===== src/hdl/smootherstep_light_fade_unit_assert.svh =====
// Assertion macros for the smootherstep light fade unit
`ifndef SMOOTHERSTEP_LIGHT_FADE_UNIT_ASSERT_SVH
`define SMOOTHERSTEP_LIGHT_FADE_UNIT_ASSERT_SVH

// same-cycle implication, sampled on the rising clock, ignored in reset
`define SLF_ASSERT_NOW(lbl, ante, cons) \
    lbl: assert property (@(posedge i_clk) disable iff (!i_rst_n) (ante) |-> (cons)) \
        else $error("slf assertion failed");

// next-cycle implication
`define SLF_ASSERT_NEXT(lbl, ante, cons) \
    lbl: assert property (@(posedge i_clk) disable iff (!i_rst_n) (ante) |=> (cons)) \
        else $error("slf assertion failed");

`endif


===== src/hdl/slf_pkg.sv =====
// Shared types and constants for the smootherstep light fade unit
package slf_pkg;

    localparam int FRAC_BITS = 16;
    localparam int X_BITS    = FRAC_BITS + 1;
    localparam int DIV_STEPS = FRAC_BITS;
    localparam int NUM_CH    = 7;
    localparam int CH_W      = 16;

    localparam logic [X_BITS-1:0]    X_ONE  = X_BITS'(1) << FRAC_BITS;
    localparam logic [FRAC_BITS-1:0] X_HALF = FRAC_BITS'(1) << (FRAC_BITS - 1);

    // register indexes of the configuration port
    typedef enum logic [2:0] {
        REG_START_TIME   = 3'd0,
        REG_DURATION     = 3'd1,
        REG_MODE         = 3'd2,
        REG_START_RGBW   = 3'd3,
        REG_TARGET_RGBW  = 3'd4,
        REG_START_LEVEL  = 3'd5,
        REG_TARGET_LEVEL = 3'd6,
        REG_CT_PAIR      = 3'd7
    } t_reg_idx;

    // control travelling beside the progress value
    typedef struct packed {
        logic valid;
        logic fin;
    } t_ctl;

    typedef struct packed {
        logic [7:0]        on_level;
        logic [7:0]        brightness;
        logic [7:0]        red;
        logic [7:0]        green;
        logic [7:0]        blue;
        logic [7:0]        white;
        logic [15:0]       color_temp;
        logic [X_BITS-1:0] progress;
        logic              finished;
    } t_result;

endpackage


===== src/hdl/slf_ease.sv =====
// Four-stage smootherstep easing of the progress value
module slf_ease
    import slf_pkg::*;
(
    input  logic              i_clk,
    input  logic              i_rst_n,
    input  logic              i_en,
    input  t_ctl              i_ctl,
    input  logic [X_BITS-1:0] i_x,
    output t_ctl              o_ctl,
    output logic [X_BITS-1:0] o_x,
    output logic [X_BITS-1:0] o_v
);

    t_ctl              r_ctl [0:3];
    logic [X_BITS-1:0] r_x   [0:3];
    logic [33:0]       r_sq;
    logic [33:0]       r_x2x;
    logic [21:0]       r_p;
    logic [38:0]       r_m;
    logic [X_BITS-1:0] r_v;

    logic [34:0]       n_sq_r;
    logic [X_BITS-1:0] n_x2;
    logic [21:0]       n_pos;
    logic [21:0]       n_neg;
    logic [34:0]       n_x3_r;
    logic [X_BITS-1:0] n_x3;
    logic [39:0]       n_m_r;
    logic [23:0]       n_v;

    // rounding and polynomial terms between the stages
    always_comb begin
        n_sq_r = {1'b0, r_sq} + 35'(X_HALF);
        n_x2   = n_sq_r[FRAC_BITS +: X_BITS];
        n_pos  = 22'(6) * 22'(n_x2) + 22'(10) * 22'(X_ONE);
        n_neg  = 22'(15) * 22'(r_x[0]);
        n_x3_r = {1'b0, r_x2x} + 35'(X_HALF);
        n_x3   = n_x3_r[FRAC_BITS +: X_BITS];
        n_m_r  = {1'b0, r_m} + 40'(X_HALF);
        n_v    = n_m_r[FRAC_BITS +: 24];
    end

    always_ff @(posedge i_clk) begin
        if (!i_rst_n) begin
            r_ctl[0].valid <= 1'b0;
            r_ctl[1].valid <= 1'b0;
            r_ctl[2].valid <= 1'b0;
            r_ctl[3].valid <= 1'b0;
        end else if (i_en) begin
            r_ctl[0].valid <= i_ctl.valid;
            r_ctl[1].valid <= r_ctl[0].valid;
            r_ctl[2].valid <= r_ctl[1].valid;
            r_ctl[3].valid <= r_ctl[2].valid;
        end
        if (i_en) begin
            r_ctl[0].fin <= i_ctl.fin;
            r_ctl[1].fin <= r_ctl[0].fin;
            r_ctl[2].fin <= r_ctl[1].fin;
            r_ctl[3].fin <= r_ctl[2].fin;
            r_x[0] <= i_x;
            r_x[1] <= r_x[0];
            r_x[2] <= r_x[1];
            r_x[3] <= r_x[2];
            // x squared
            r_sq   <= 34'(i_x) * 34'(i_x);
            // x cubed product and polynomial
            r_x2x  <= 34'(n_x2) * 34'(r_x[0]);
            r_p    <= (n_pos > n_neg) ? (n_pos - n_neg) : 22'd0;
            // cube times polynomial
            r_m    <= 39'(n_x3) * 39'(r_p);
            // round and clamp to one
            r_v    <= (n_v > 24'(X_ONE)) ? X_ONE : n_v[X_BITS-1:0];
        end
    end

    assign o_ctl = r_ctl[3];
    assign o_x   = r_x[3];
    assign o_v   = r_v;

endmodule


===== config.mk =====
export PLATFORM = sky130hd
export DESIGN_NAME = slf_ease
export DESIGN_NICKNAME = d
export VERILOG_FILES = /design/src/hdl/smootherstep_light_fade_unit_assert.svh /design/src/hdl/slf_pkg.sv /design/src/hdl/slf_ease.sv
export SDC_FILE = /design/constraint.sdc
export NUM_CORES = 2
export LEC_CHECK = 0
export BUFFER_PORTS_ARGS = -buffer_cell sky130_fd_sc_hd__buf_2
export CORE_MARGIN = 4
export CORE_UTILIZATION = 45
export DETAILED_ROUTE_END_ITERATION = 10
export GPL_TIMING_DRIVEN = 1
export SLEW_MARGIN = 0
export SYNTH_ARGS = -nofsm -noshare
export SYNTH_HDL_FRONTEND = slang
export SYNTH_SLANG_ARGS = --single-unit

===== constraint.sdc =====
create_clock -name i_clk -period 7.66 [get_ports i_clk]
set_input_delay 0.766 -clock i_clk [delete_from_list [all_inputs] [get_ports i_clk]]
set_output_delay 0.766 -clock i_clk [all_outputs]
set_load 0.05 [all_outputs]

==> impl_metrics.env <==
export IMPL_status="complete, no violations"
export IMPL_synthMuxAreaShare_pct=0.168
export IMPL_clockBufferDepth=2
export IMPL_final_hold_violation_count=0
export IMPL_syn_nets=5028
export IMPL_hp_class="reg2reg"
export IMPL_cp_slowest_stage_delay_ns=0.54
export IMPL_synth_edff_count=172
export IMPL_numCtsBuffers=17
export IMPL_io_pins=58
export IMPL_finClkSkew_ns=0.0215
export IMPL_ys_top_cells_by_area="fa_1, edfxtp_1, ha_1"
export IMPL_core_area_um2=82100
export IMPL_worstSkewPairLatency_ns=0.50
export IMPL_syn_inst=3881
export IMPL_antenna_left=0
export IMPL_synth_top_area_cell="fa_1"
export IMPL_htreeDepth=4
export IMPL_cts_tree="built"
export IMPL_layout_common_cells="inv_1, fa_1, nand2_1, ha_1, and2_1"
export IMPL_initial_core_util_pct=45.4
export IMPL_crit_top_cell="fa_1"
export IMPL_antenna_found_initial=0
export IMPL_core_rowCount=105
export IMPL_grt_remaining_overflow=0
export IMPL_cp_arrival_ns=7.52
export IMPL_dpl_hpwl_mm=68.2
export IMPL_asyncSetResetFlopFracSynth_pct=0
export IMPL_drt_wl_total_mm=82.8
export IMPL_diodes=0
export IMPL_fillers=7715
export IMPL_synth_xor_area_share_pct=3.85
export IMPL_drv_cap=0
export IMPL_yosysWarnings=0
export IMPL_worst_path_max_delay_cell="fa_1"
export IMPL_slew_headroom_pct=25.9
export IMPL_ys_ff_latch=175
export IMPL_holdBufCountCts=0
export IMPL_setup_viol=0
export IMPL_drive_gt1_share_pct=6.49
export IMPL_grt_pass1_vias=27300
export IMPL_worstMarginPinSlew_ns=1.11
export IMPL_drt_iter0_drc=1093
export IMPL_yosys_area_share_simple_pct=14.5
export IMPL_maxSlewViolCount=0
export IMPL_via_per_inst=4.97
export IMPL_final_nets=5096
export IMPL_grt_total_usage_pct=20.2
export IMPL_grt_pass1_wl_mm=141
export IMPL_yosysSeqAreaShare_pct=14.0
export IMPL_synth_distinct_cells=71
export IMPL_synth_ff_type="edfxtp_1"
export IMPL_worstSetupPathType="reg2reg"
export IMPL_syn_avg_cell_area_um2=9.61
export IMPL_grt_max_degree=66
export IMPL_netlist_area_um2=37300
export IMPL_cts_reportedPaths_clkPinSlew_ns=0.08
export IMPL_fin_crit_sh_pct=95.1
export IMPL_fmax_mhz=137
export IMPL_cts_root_buf="clkbuf_16"
export IMPL_fp_dieArea_um2=87600
export IMPL_layout_commonest_cell="inv_1"
export IMPL_area_growth_syn_to_layout_pct=7.59
export IMPL_synth_top_area_share_pct=39.7
export IMPL_numClockSinks=175
export IMPL_die_height_um=296
export IMPL_synth_adder_area_share_pct=52.6
export IMPL_whs_ns=0.423
export IMPL_wire_per_inst_um=16.5
export IMPL_fp_dieW_um=296
export IMPL_required_ns=7.90
export IMPL_gp_congestion=0.837
export IMPL_crit_path_end_kind="flop"
export IMPL_crit_fanout=5
export IMPL_synth_top_family_by_area="adder cells"
export IMPL_worstSetupStartpointType="flop"
export IMPL_synth_compound_area_share_pct=4.33
export IMPL_finalWorstPathRequiredPeriod_ns=7.28
export IMPL_io_buffers=57
export IMPL_drc_errors=0
export IMPL_vias=25000
export IMPL_first_pass_iters=5
synth_stat cells, types with 7 or more instances:
cell	count
a211oi_1	10
a21o_1	31
a21oi_1	71
and2_1	299
and3_1	24
clkbuf_1	114
edfxtp_1	172
fa_1	740
ha_1	385
inv_1	922
nand2_1	531
nand2b_1	19
nand3_1	39
nand4_1	21
nor2_1	121
nor2b_1	20
nor3_1	28
o21a_1	11
o21ai_0	35
o21bai_1	12
or3_1	7
xnor2_1	98
xor2_1	66
worst paths after layout:
check / startpoint / to / slack (ns) / depth (start not counted)
worst min register to register: r_x[1][4] / r_x[2][4] / 0.42 / 0
worst max-delay path: r_sq[15] / r_x2x[30] / 0.38 / 29
worst max register to register: r_sq[15] / r_x2x[30] / 0.38 / 29
worst min-delay path: r_x[1][4] / r_x[2][4] / 0.42 / 0
metal layers:
metal	global-route usage [%]	vias up	routed length, um
met5	0	-	0
met4	4.86	0	1740
met3	2.60	101	3190
met2	35.3	442	40700
met1	27.0	12600	37200
li1	-	11800	-
logic make-up (layout without fill, tap and decap cells):
| family | count (synthesis) | after routing |
|---|---|---|
| AND/OR/NAND/NOR | 1132 | 1132 |
| adder cells (fa/ha/maj) | 1125 | 1125 |
| buffers and inverters | 1043 | 1124 |
| AO/OA/AOI/OAI | 236 | 236 |
| flip-flops | 175 | 175 |
| XOR/XNOR | 164 | 164 |
| multiplexers | 6 | 6 |
area by class of cell:
type,instances,area [um^2],area share [%]
clock inverter,15,189,0.471
sequential,175,5230,13.0
multi-input combinational,2663,28300,70.6
inverter,922,3460,8.62
timing repair buffer,170,1150,2.87
tap,1070,1340,3.34
clock buffer,17,425,1.06
worst max-delay path, delay by kind of cell, from the launching register on:
family / cells / cell delay [ns]
and+or+nand+nor: 5 / 0.63
DFF: 1 / 0.38
adders and majority gates: 8 / 3.52
xor gates and xnor gates: 2 / 0.27
AOI/OAI and AO/OA: 8 / 1.81
buffers and inverters: 6 / 0.43
state kept, by name, summed over array words and instances, names as in the netlist:
signal  flops
r_x2x      18
r_sq       19
o_v        17
r_m        24
r_p        22
r_ctl       8
r_x        67
repair_timing:
| action | in CTS | in global routing |
|---|---|---|
| resized for setup | 0 | 27 |
| setup buffers | 0 | 9 |
| endpoints found under the setup margin | 0 | 15 |
per-stage QoR:
step | setup WS [ns] | utilization (%) | TNS, ns | area (um^2) | cells
after floorplan | 0.130 | - | 0 | 37300 | 3881
after global placement | 0.207 | 47.9 | 0 | 39300 | 4991
after detailed placement | 0.126 | 47.9 | 0 | 39300 | 4991
after CTS | 0.0979 | 48.6 | 0 | 39900 | 5023
after global routing | -0.0329 | 48.9 | -0.0329 | 40100 | 5032
final | 0.377 | 48.9 | 0 | 40100 | 5032
Power is not shown: default switching activity piles up to over one toggle a cycle in this logic, so the estimate is an artifact.
