`src/hdl/smootherstep_light_fade_unit_assert.svh`:
```
// Assertion macros for the smootherstep light fade unit
`ifndef SMOOTHERSTEP_LIGHT_FADE_UNIT_ASSERT_SVH
`define SMOOTHERSTEP_LIGHT_FADE_UNIT_ASSERT_SVH

// same-cycle implication, sampled on the rising clock, ignored in reset
`define SLF_ASSERT_NOW(lbl, ante, cons) \
    lbl: assert property (@(posedge i_clk) disable iff (!i_rst_n) (ante) |-> (cons)) \
        else $error("slf assertion failed");

// next-cycle implication
`define SLF_ASSERT_NEXT(lbl, ante, cons) \
    lbl: assert property (@(posedge i_clk) disable iff (!i_rst_n) (ante) |=> (cons)) \
        else $error("slf assertion failed");

`endif

```
`src/hdl/slf_pkg.sv`:
```
// Shared types and constants for the smootherstep light fade unit
package slf_pkg;

    localparam int FRAC_BITS = 16;
    localparam int X_BITS    = FRAC_BITS + 1;
    localparam int DIV_STEPS = FRAC_BITS;
    localparam int NUM_CH    = 7;
    localparam int CH_W      = 16;

    localparam logic [X_BITS-1:0]    X_ONE  = X_BITS'(1) << FRAC_BITS;
    localparam logic [FRAC_BITS-1:0] X_HALF = FRAC_BITS'(1) << (FRAC_BITS - 1);

    // register indexes of the configuration port
    typedef enum logic [2:0] {
        REG_START_TIME   = 3'd0,
        REG_DURATION     = 3'd1,
        REG_MODE         = 3'd2,
        REG_START_RGBW   = 3'd3,
        REG_TARGET_RGBW  = 3'd4,
        REG_START_LEVEL  = 3'd5,
        REG_TARGET_LEVEL = 3'd6,
        REG_CT_PAIR      = 3'd7
    } t_reg_idx;

    // control travelling beside the progress value
    typedef struct packed {
        logic valid;
        logic fin;
    } t_ctl;

    typedef struct packed {
        logic [7:0]        on_level;
        logic [7:0]        brightness;
        logic [7:0]        red;
        logic [7:0]        green;
        logic [7:0]        blue;
        logic [7:0]        white;
        logic [15:0]       color_temp;
        logic [X_BITS-1:0] progress;
        logic              finished;
    } t_result;

endpackage

```
`src/hdl/slf_div.sv`:
```
// Elapsed time and pipelined restoring divider giving linear progress
module slf_div
    import slf_pkg::*;
(
    input  logic              i_clk,
    input  logic              i_rst_n,
    input  logic              i_en,
    input  logic              i_valid,
    input  logic [31:0]       i_now_ms,
    input  logic [31:0]       i_start_time,
    input  logic [31:0]       i_duration,
    output t_ctl              o_ctl,
    output logic [X_BITS-1:0] o_x
);

    logic [31:0]          r_rem [0:DIV_STEPS];
    logic [DIV_STEPS-1:0] r_q   [0:DIV_STEPS];
    t_ctl                 r_ctl [0:DIV_STEPS];
    logic [31:0]          n_el;

    // wrapped elapsed time and finished test
    assign n_el = i_now_ms - i_start_time;

    always_ff @(posedge i_clk) begin
        if (!i_rst_n) begin
            r_ctl[0].valid <= 1'b0;
        end else if (i_en) begin
            r_ctl[0].valid <= i_valid;
        end
        if (i_en) begin
            r_ctl[0].fin <= (i_duration == 32'd0) || (n_el >= i_duration);
            r_rem[0]     <= n_el;
            r_q[0]       <= '0;
        end
    end

    // one quotient bit per stage
    for (genvar k = 1; k <= DIV_STEPS; k++) begin : g_step
        logic [32:0] n_sh;
        logic        n_ge;
        logic [32:0] n_sub;

        assign n_sh  = {r_rem[k-1], 1'b0};
        assign n_ge  = n_sh >= {1'b0, i_duration};
        assign n_sub = n_sh - {1'b0, i_duration};

        always_ff @(posedge i_clk) begin
            if (!i_rst_n) begin
                r_ctl[k].valid <= 1'b0;
            end else if (i_en) begin
                r_ctl[k].valid <= r_ctl[k-1].valid;
            end
            if (i_en) begin
                r_ctl[k].fin <= r_ctl[k-1].fin;
                r_rem[k]     <= n_ge ? n_sub[31:0] : n_sh[31:0];
                r_q[k]       <= {r_q[k-1][DIV_STEPS-2:0], n_ge};
            end
        end
    end

    assign o_ctl = r_ctl[DIV_STEPS];
    assign o_x   = r_ctl[DIV_STEPS].fin ? X_ONE : {1'b0, r_q[DIV_STEPS]};

endmodule

```
`config.mk`:
```
export PLATFORM = sky130hd
export DESIGN_NAME = slf_div
export DESIGN_NICKNAME = d
export VERILOG_FILES = /design/src/hdl/smootherstep_light_fade_unit_assert.svh /design/src/hdl/slf_pkg.sv /design/src/hdl/slf_div.sv
export SDC_FILE = /design/constraint.sdc
export NUM_CORES = 2
export LEC_CHECK = 0
export BUFFER_PORTS_ARGS = -buffer_cell sky130_fd_sc_hd__buf_2
export CAP_MARGIN = 5
export CELL_PAD_IN_SITES_DETAIL_PLACEMENT = 1
export CELL_PAD_IN_SITES_GLOBAL_PLACEMENT = 1
export CORE_UTILIZATION = 43
export CTS_CLUSTER_SIZE = 10
export DETAILED_ROUTE_END_ITERATION = 8
export GPL_ROUTABILITY_DRIVEN = 0
export PLACE_DENSITY_LB_ADDON = 0.05
export SLEW_MARGIN = 10
export SYNTH_ARGS = -nofsm -noshare
export SYNTH_HDL_FRONTEND = slang
export SYNTH_SLANG_ARGS = --single-unit
```
`constraint.sdc`:
```
create_clock -name i_clk -period 3.9 [get_ports i_clk]
set_clock_uncertainty 0.1 [all_clocks]
set_input_delay 0 -clock i_clk [delete_from_list [all_inputs] [get_ports i_clk]]
set_output_delay 0 -clock i_clk [all_outputs]
set_load 0.01 [all_outputs]
```
==> results_dict.tcl <==
set metrics [dict create \
    outcome "complete, but fails checks" \
    violations "design-rule violations" \
    numCtsBuffers 90 \
    endpoint_kind "flop" \
    synthFlopType "edfxtp_1" \
    path_delay_family "compound AO/OA/AOI/OAI gates" \
    area_growth_pct 15.5 \
    cp_common_cell "a21o_1" \
    slew_headroom_pct 44.2 \
    hold_viol_final 0 \
    finalCriticalPeriod_ns 3.82 \
    critPathBufInv 2 \
    met3_usage_pct 3.33 \
    clkSlewWorstSetupHoldPaths_ns 0.06 \
    chipWidth_um 356 \
    viasPerCell 5.90 \
    totalWireLength_mm 179 \
    period_share_pct 98.1 \
    core_sq_um 124000 \
    async_flop_share_pct 0 \
    cp_cell_sequence "dlygate4sd3_1, buf_2, ha_1, a21o_1, a21oi_1, nor2_1, a211oi_2, a21boi_1, o21a_1, o21ai_1, nand2b_1, a21oi_1, xnor2_1, ha_1, a21o_1, a21o_1, a21o_1, a21oi_2, nor2b_1, o21ai_1, nand4b_1, a21oi_2, o21ai_0" \
    grt_max_degree 95 \
    busiest_layer "met2" \
    antenna_left 0 \
    drtPass1Iterations 9 \
    finalPower_mw 55.4 \
    start_util_pct 43.4 \
    htree_num_levels 3 \
    grt_pass1_wl_mm 274 \
    rsz0062_at_grt "yes" \
    die-area_sq_um 127000 \
    grt_overflow_total 0 \
    synth_compound_area_share_pct 21.4 \
    utilization_pct 50.2 \
    ir_drop_mv 0.401 \
    startpoint "i_now_ms[7]" \
    antenna_found_initial 8 \
    nNetsFinal 6657 \
    yosys_warnings 0 \
    grt_use_met1_pct 37.5 \
    cp.arrival_ns 4.15 \
    ys_ff_latch 682 \
    worstSetupPathType "in2reg" \
    crit_required_ns 4.23 \
    synthMuxAreaShare_pct 3.42 \
    worstMarginPinSlew_ns 0.829 \
    synth-xor-area-share_pct 6.82 \
    max-clock-path-buffers 3 \
    drc 3 \
    slowest_delay_ns 0.54 \
    cts_tree "yes" \
    drive_gt1_share_pct 12.2 \
    leakage_nw 25.9 \
    r2r_start "r_rem[0][109]" \
    grt_pass1_vias 46500 \
    cp-start-kind "primary input" \
    portBuffers 118 \
    setup_violations 0 \
    yosysUniqueCellTypes 89 \
    cts.sinks 682 \
    die_y_um 356 \
    track_usage_pct 27.9 \
    vias 45200 \
    clk_latency_ns 0.70 \
    hp-class "in2reg" \
    synth_top_area_share_pct 38.0 \
    maxCapViolations 0 \
    syn-num-nets 6260 \
    use_met2_pct 46.9 \
    syn_inst 5570 \
    power.density_nw_per_um2 891 \
    wl_per_cell_um 23.3 \
    synth_edf_count 681 \
    cp_max_fo 2 \
    yosysTopAreaCell "edfxtp_1" \
    avgSynthCellArea_sq_um 9.66 \
    hp-start "i_now_ms[26]" \
    synth_adder_area_share_pct 13.9 \
    nFillCells 13900 \
    synth.area.top_cells "edfxtp_1 38%, ha_1 13%, a21oi_1 4.8%" \
    fp-row-count 129 \
    netlist_area_sq_um 53800 \
    dp_hpwl_mm 134 \
    drv_slew 0 \
    synth_simple_gate_area_share_pct 13.4 \
    max_freq_mhz 261 \
    yosysSeqAreaShare_pct 38.0 \
    drtIter0Drc 2907 \
    synth_top_family_by_area "compound AO/OA/AOI/OAI gates" \
    ctsRootBufferMaster "clkbuf_16" \
    crit_slowest_cell "dlygate4sd3_1" \
    ios 119 \
]
==> layout make-up <==
class / count / area, sq um / share of cell area [%]
antenna: 1 / 2.50 / 0.00402
clock inverter: 45 / 390 / 0.628
multi-input combinational: 4495 / 32000 / 51.4
sequential: 682 / 20500 / 32.9
clock buffer: 107 / 2340 / 3.76
inverter: 214 / 803 / 1.29
tap: 1637 / 2050 / 3.29
timing repair buffer: 484 / 4170 / 6.71
==> flip-flops by register name, indices dropped and copies added (netlist names) <==
| signal | cells |
|---|---|
| r_rem | 512 |
| r_q | 136 |
| r_ctl | 34 |
==> per-stage QoR <==
stage          worst slack, ns  area [sq um]  cells  TNS [ns]  hold WS [ns]
6_report                0.0753         62200   7665         0        0.0468
5_1_grt                 -0.137         62200   7665    -0.139        0.0741
4_1_cts                 0.0151         62000   7661         0       0.00185
3_5_place_dp            -0.331         58500   7424     -2.61         0.228
3_3_place_gp            -0.270         58500   7424    -0.322         0.230
2_1_floorplan            0.154         53800   5570         0        0.0125
==> worst paths after layout <==
check / endpoint / slack (ns) / cells after the start
setup / recovery: r_ctl[0][0] / 0.08 / 23
hold / removal: r_rem[0][27] / 0.05 / 6
setup reg to reg: r_rem[0][139] / 0.09 / 9
hold reg to reg: r_ctl[15][0] / 0.31 / 0
==> where the power goes <==
group,switching (mW),internal (mW)
registers,2.14,12.9
logic,18.2,14.2
clock network,3.38,4.63
total,23.7,31.7
==> placed cells by master, fill, tap and decap left out, drive strengths merged, types with 81 or more instances in the layout <==
| cell type | netlist | final |
|---|---|---|
| nand3 | 108 | 108 |
| edfxtp | 681 | 681 |
| xnor2 | 253 | 253 |
| nand4 | 90 | 90 |
| xor2 | 166 | 166 |
| o21ai | 471 | 471 |
| a21o | 298 | 298 |
| clkbuf | 139 | 107 |
| nor2b | 100 | 100 |
| buf | 40 | 399 |
| dlygate4sd3 | 0 | 85 |
| inv | 214 | 214 |
| nand2 | 506 | 506 |
| ha | 574 | 574 |
| a21oi | 522 | 522 |
| mux2 | 153 | 153 |
| nor2 | 321 | 321 |
| o21a | 81 | 81 |
==> repair_timing <==
action | CTS | global route
setup endpoints to repair | 0 | 65
hold buffers | 85 | 0
hold endpoints to repair | 129 | 0
gates resized for setup | 0 | 29
buffers inserted | 0 | 3
==> cells in the mapped netlist, types with 12 or more instances <==
cell type,number
nor2_1,321
a211o_1,15
mux2i_1,12
a31o_2,14
a221oi_1,13
a31oi_1,50
a21o_1,298
buf_2,23
nand2b_1,62
or3_1,26
nor2b_1,100
a311oi_1,13
mux2_2,147
o41ai_1,18
nand2_1,506
and4_1,17
nor3_1,75
a41o_1,13
a21boi_0,21
o21ai_0,459
a21oi_1,518
nor3b_1,14
nor4_1,25
ha_1,574
or2_2,19
a211oi_1,51
and2_1,27
clkbuf_1,139
o21ai_1,12
o21bai_1,64
nand4_1,90
inv_1,213
and3_1,67
xor2_1,166
o31a_1,21
xnor2_1,253
nand3_1,108
fa_1,16
o21a_1,81
o211ai_1,21
edfxtp_1,681
o31ai_1,42
==> kinds of logic (layout without fill, tap and decap cells) <==
family / count (synthesis) / in the layout
flops: 682 / 682
compound gates: 1827 / 1827
xor+xnor: 419 / 419
mux: 165 / 165
buf+inv: 393 / 850
other cells: 0 / 1
simple gates: 1494 / 1494
fa+ha+maj: 590 / 590
==> worst register-to-register path, delay by kind of cell, from the launching register on <==
| family | cells | cell delay, ns |
|---|---|---|
| buf+inv | 2 | 0.42 |
| mux | 1 | 0.39 |
| compound gates | 3 | 0.90 |
| simple gates | 2 | 0.76 |
| fa+ha+maj | 1 | 0.48 |
| flops | 1 | 0.50 |
==> routing by layer <==
layer / wire length (um) / up-vias
met3: 6800 / 262
met4: 5660 / 0
met2: 83800 / 842
met5: 0 / -
li1: - / 21800
met1: 82600 / 22300
No activity file was read; power rests on OpenSTA's default activity.
